$ cat src/hdl/lmmse_mimo_2x2_detector_macros.svh
// Assertion macros shared by the LMMSE 2x2 detector RTL.
// Depends on a clock named clk and an active-low reset named rst_n in scope.
`ifndef LMMSE_MIMO_2X2_DETECTOR_MACROS_SVH
`define LMMSE_MIMO_2X2_DETECTOR_MACROS_SVH

// check a condition at every clock edge outside reset
`define LMD_ASSERT(lbl, cond, msg) \
  lbl: assert property (@(posedge clk) disable iff (!rst_n) (cond)) else $error(msg);

// check a consequence in the cycle after an antecedent
`define LMD_ASSERT_NEXT(lbl, ante, cons, msg) \
  lbl: assert property (@(posedge clk) disable iff (!rst_n) (ante) |=> (cons)) else $error(msg);

`endif

$ cat src/hdl/lmd_pkg.sv
// Types and constants for the LMMSE 2x2 detector.
// No dependencies; used by every module of the block.
package lmd_pkg;

  localparam int DATA_W      = 16;
  localparam int NUM_IN      = 12;
  localparam int NUM_LANES   = 4;
  localparam int IN_W        = DATA_W * NUM_IN;
  localparam int OUT_W       = DATA_W * NUM_LANES;
  localparam int GRAM_W      = 31;
  localparam int PROD_W      = 2 * GRAM_W;
  localparam int WIDE_W      = 64;
  localparam int OUT_FRAC    = 11;
  localparam int QUO_W       = OUT_FRAC + 6;
  localparam int REM_W       = 80;
  localparam int QUEUE_DEPTH = 8;

  localparam logic signed [34:0] GRAM_ONE = 35'sd4194304;
  localparam logic [QUO_W-1:0] POS_MAX = QUO_W'(32767);
  localparam logic [QUO_W-1:0] NEG_MAX = QUO_W'(32768);
  localparam logic [DATA_W-1:0] SAT_POS = 16'h7fff;
  localparam logic [DATA_W-1:0] SAT_NEG = 16'h8000;

  typedef logic signed [DATA_W-1:0] sample_t;

  typedef struct packed {
    logic [WIDE_W-1:0]                det;
    logic [NUM_LANES-1:0][WIDE_W-1:0] num;
  } work_t;

  typedef struct packed {
    logic [REM_W-1:0] rem;
    logic [QUO_W-1:0] quo;
    logic             neg;
    logic             ovf;
  } lane_t;

  typedef struct packed {
    logic empty;
    logic full;
  } q_stat_t;

endpackage

$ cat src/hdl/lmd_queue.sv
// Queue between the front and back pipelines, with a registered read port.
// Depends on lmd_pkg and the assertion macro header.
`include "lmmse_mimo_2x2_detector_macros.svh"
module lmd_queue #(
  parameter int DEPTH = lmd_pkg::QUEUE_DEPTH
) (
  input  logic              clk,
  input  logic              rst_n,
  input  logic              push,
  input  lmd_pkg::work_t    push_data,
  input  logic              pop,
  output lmd_pkg::work_t    pop_data,
  output lmd_pkg::q_stat_t  stat
);

  localparam int PTR_W = $clog2(DEPTH);
  localparam int CNT_W = $clog2(DEPTH + 1);

  lmd_pkg::work_t   mem [DEPTH];
  lmd_pkg::work_t   rd_data_r;
  logic [PTR_W-1:0] wr_ptr_r, rd_ptr_r;
  logic [CNT_W-1:0] cnt_r;

  always_ff @(posedge clk) begin
    if (push) begin
      mem[wr_ptr_r] <= push_data;
    end
    if (pop) begin
      rd_data_r <= mem[rd_ptr_r];
    end
  end

  always_ff @(posedge clk) begin
    if (!rst_n) begin
      wr_ptr_r <= '0;
      rd_ptr_r <= '0;
      cnt_r    <= '0;
    end else begin
      if (push) begin
        wr_ptr_r <= (wr_ptr_r == PTR_W'(DEPTH - 1)) ? '0 : wr_ptr_r + 1'b1;
      end
      if (pop) begin
        rd_ptr_r <= (rd_ptr_r == PTR_W'(DEPTH - 1)) ? '0 : rd_ptr_r + 1'b1;
      end
      if (push && !pop) begin
        cnt_r <= cnt_r + 1'b1;
      end else if (pop && !push) begin
        cnt_r <= cnt_r - 1'b1;
      end
    end
  end

  assign pop_data   = rd_data_r;
  assign stat.empty = (cnt_r == '0);
  assign stat.full  = (cnt_r == CNT_W'(DEPTH));

  `LMD_ASSERT(a_no_push_full, !(push && stat.full && !pop), "queue push while full")
  `LMD_ASSERT(a_no_pop_empty, !(pop && stat.empty), "queue pop while empty")

endmodule

$ cat config.mk
export PLATFORM = sky130hd
export DESIGN_NAME = lmd_queue
export DESIGN_NICKNAME = d
export VERILOG_FILES = /design/src/hdl/lmd_pkg.sv /design/src/hdl/lmd_queue.sv
export VERILOG_INCLUDE_DIRS = /design/src /design/src/hdl
export SDC_FILE = /design/constraint.sdc
export NUM_CORES = 2
export LEC_CHECK = 0
export BUFFER_PORTS_ARGS = -buffer_cell sky130_fd_sc_hd__buf_4
export CORE_ASPECT_RATIO = 0.7
export CORE_UTILIZATION = 58
export DETAILED_ROUTE_END_ITERATION = 8
export GPL_TIMING_DRIVEN = 0
export PLACE_DENSITY = 0.85
export SLEW_MARGIN = 10
export SYNTH_ARGS = -nofsm -noshare
export SYNTH_HDL_FRONTEND = slang
export SYNTH_SLANG_ARGS = --single-unit
$ cat constraint.sdc
create_clock -name clk -period 56.1 [get_ports clk]
set_input_delay 0 -clock clk [delete_from_list [all_inputs] [get_ports clk]]
set_output_delay 0 -clock clk [all_outputs]
set_load 0.02 [all_outputs]
==> qor.yml <==
ys_ff_latch: 2890
gr-usage-met1: 0.395
arrival_ps: 4100
place_inst: 7312
grt_max_degree: 83
viasPerCell: 6.46
synth_compound_area_frac: 0.000377
die_h_um: 360
cpPeakStageDelay_ps: 380
synth_mux_area_frac: 0.170
dpl_cell_area_um2: 117000
track_usage: 0.314
power_leakage_nw: 43.2
skew_ps: 81.1
layout.nets: 6186
drv_slew: 0
syn_area_um2: 106000
status: "finished clean"
grt_busiest_layer: "met2"
slew_headroom: 0.0821
end_kind: "register"
wl_per_cell_um: 34.3
ys_async_sr_fraction: 0
worstMarginPinSlew_ps: 1380
period_needed_ps: 3500
num_io_pins: 646
synth_nets: 4422
routed_wl_um: 289000
layout-drive-gt1-share: 0.372
start_util: 0.588
yosys_most_used_dff: "edfxtp_1"
whs_ps: 27.2
io_buffers: 645
grt_pass1_wl_um: 409000
yosysTopAreaCell: "edfxtp_1"
routabilityCongestion: 0.742
fin_area_um2: 132000
clockRootBuffer: "clkbuf_16"
grt_antenna_before_repair: 42
vdd_drop_max_mv: 0.0295
cts_buffer_depth: 4
synth_cells: 4090
synth-seq-area-share: 0.817
crit_fanout: 9
fin_setup_tns_ps: 0
cts_tree: "built"
die_x_um: 513
p_total_mw: 4.66
ys_top_cells_by_area: "edfxtp_1 81%, mux4_2 14%, mux2_2 3.4%, buf_6 0.46%, clkbuf_1 0.25%"
period_share: 0.0624
die_area_um2: 185000
yosysMostFrequentCell: "edfxtp_1"
clock.fmax_ghz: 0.286
path_cells: "nand2b_1 > nor3_2 > buf_4 > buf_6 > buf_4 > buf_4 > buf_4 > buf_4 > buf_6 > buf_6 > buf_6 > buf_4"
synthAdderAreaFrac: 0.00101
core-area_um2: 181000
power.density_nw_per_um2: 35.3
vias: 54500
hold_viol_final: 0
grt_util_met3: 0.0594
dr.pass1.iters: 5
synth.avg_cell_area_um2: 26.0
nFillCells: 9068
rsz0062_at_grt: "no"
yosysTopAreaCellShare: 0.815
remaining_drc_errors: 0
cts_resized: 0
synth-edff-count: 2880
drv_cap: 0
cts.clk_slew.worst_paths_ps: 60
final_antenna_net_count: 0
synth_top_family_by_area: "multiplexers"
row_count: 130
synthSimpleGateAreaFrac: 0.00160
grt_pass1_vias: 56900
syn_to_final_growth_pct: 24.4
clock_sinks: 2890
worstPathRequired_ps: 56700
ys_warn_count: 0
post_layout_nonfiller_instances: 8433
use_met2: 0.530
critPathKind: "reg -> reg"
drtIter0Drc: 7214
synth_cell_types: 27
ctsHtreeMaxLevel: 5
clk_latency_ps: 920
hpwl_um: 158000
hold_path_class: "in -> reg"
cp_common_cell: "buf_4"
grt-ovfl-total: 0
slowest_stage: "nor3_2"
finalSetupViolCount: 0
synth_xor_area_frac: 0.000165
yosys-top-cells-count: "2880 x edfxtp_1, 640 x mux4_2, 320 x mux2_2"
crit_path_start_kind: "register"
cts_made_buffers: 277
[path summary, 6_finish.rpt]
check | from | to | slack [ps] | cells after the start
max | wr_ptr_r[2]$_SDFFE_PN0P_ | mem[0][98]$_DFFE_PP_ | 52600 | 12
min | push_data[162] | mem[7][162]$_DFFE_PP_ | 30 | 2
max reg2reg | wr_ptr_r[2]$_SDFFE_PN0P_ | mem[0][98]$_DFFE_PP_ | 52600 | 12
min reg2reg | wr_ptr_r[2]$_SDFFE_PN0P_ | wr_ptr_r[2]$_SDFFE_PN0P_ | 610 | 2
[critical path, delay by kind of cell, from the launching register on]
kind	cells	cell delay, ps
DFF	1	350
and+or+nand+nor	2	740
buffers and inverters	10	2140
[placed cells by master, fill, tap and decap left out, types with 3 or more instances in the layout]
cell type / instances
buf_12: 75
edfxtp_1: 2880
clkbuf_1: 115
buf_4: 698
buf_6: 80
nand2_1: 7
nor2_4: 6
a21oi_1: 3
buf_16: 33
mux2_2: 320
clkbuf_16: 283
mux2i_1: 5
diode_2: 34
nor2b_1: 6
inv_6: 9
nand2b_1: 3
clkinv_1: 55
clkinv_4: 3
bufinv_16: 18
clkinvlp_4: 5
dfxtp_1: 10
nor2_1: 3
buf_1: 34
buf_2: 34
and2_1: 3
ha_1: 7
buf_8: 3
inv_1: 3
dlygate4sd3_1: 639
mux4_2: 640
clkinv_2: 29
[state kept, by name (all words and copies together), names as in the netlist]
| signal | count |
|---|---|
| rd_ptr_r | 3 |
| pop_data | 320 |
| mem | 2560 |
| wr_ptr_r | 3 |
| cnt_r | 4 |
[power breakdown]
group	switching, mW	internal [mW]
logic	0.203	0.181
registers	0.0255	2.45
clock network	0.799	1.00
total	1.03	3.63
[final cells by class]
type	count	area (um^2)	area share
flip-flops and latches	2890	86700	0.656
multi-input cells	1016	18500	0.140
repair buffers	1485	14500	0.110
clock buffers	329	7250	0.0549
well taps	2376	2970	0.0225
plain buffers	181	1050	0.00792
clock inverters	119	1030	0.00784
diodes	34	85.1	0.000644
inverters	3	11.3	0.0000853
[per-layer routing]
layer / part of all wire / vias up
met5: 0.00067 / -
met4: 0.055 / 34
met3: 0.093 / 878
met2: 0.51 / 4030
met1: 0.34 / 28400
li1: - / 21200
[cell families after synthesis]
| logic type | count (synthesis) |
|---|---|
| buffers and inverters | 184 |
| xor gates and xnor gates | 2 |
| and+or+nand+nor | 34 |
| adders and majority gates | 8 |
| AOI/OAI and AO/OA | 7 |
| muxes | 965 |
| DFF | 2890 |
[metrics by stage]
step / worst slack, ps / utilization
2_1_floorplan: 32700 / -
3_3_place_gp: 9380 / 0.631
3_5_place_dp: 52610 / 0.650
4_1_cts: 52630 / 0.731
5_1_grt: 52470 / 0.731
6_report: 52600 / 0.731
[repair_timing]
action,CTS,global route
hold buffers,639,0
setup buffers,0,0
hold endpoints to repair,2767,0
Power figures use the tool's default switching activity.
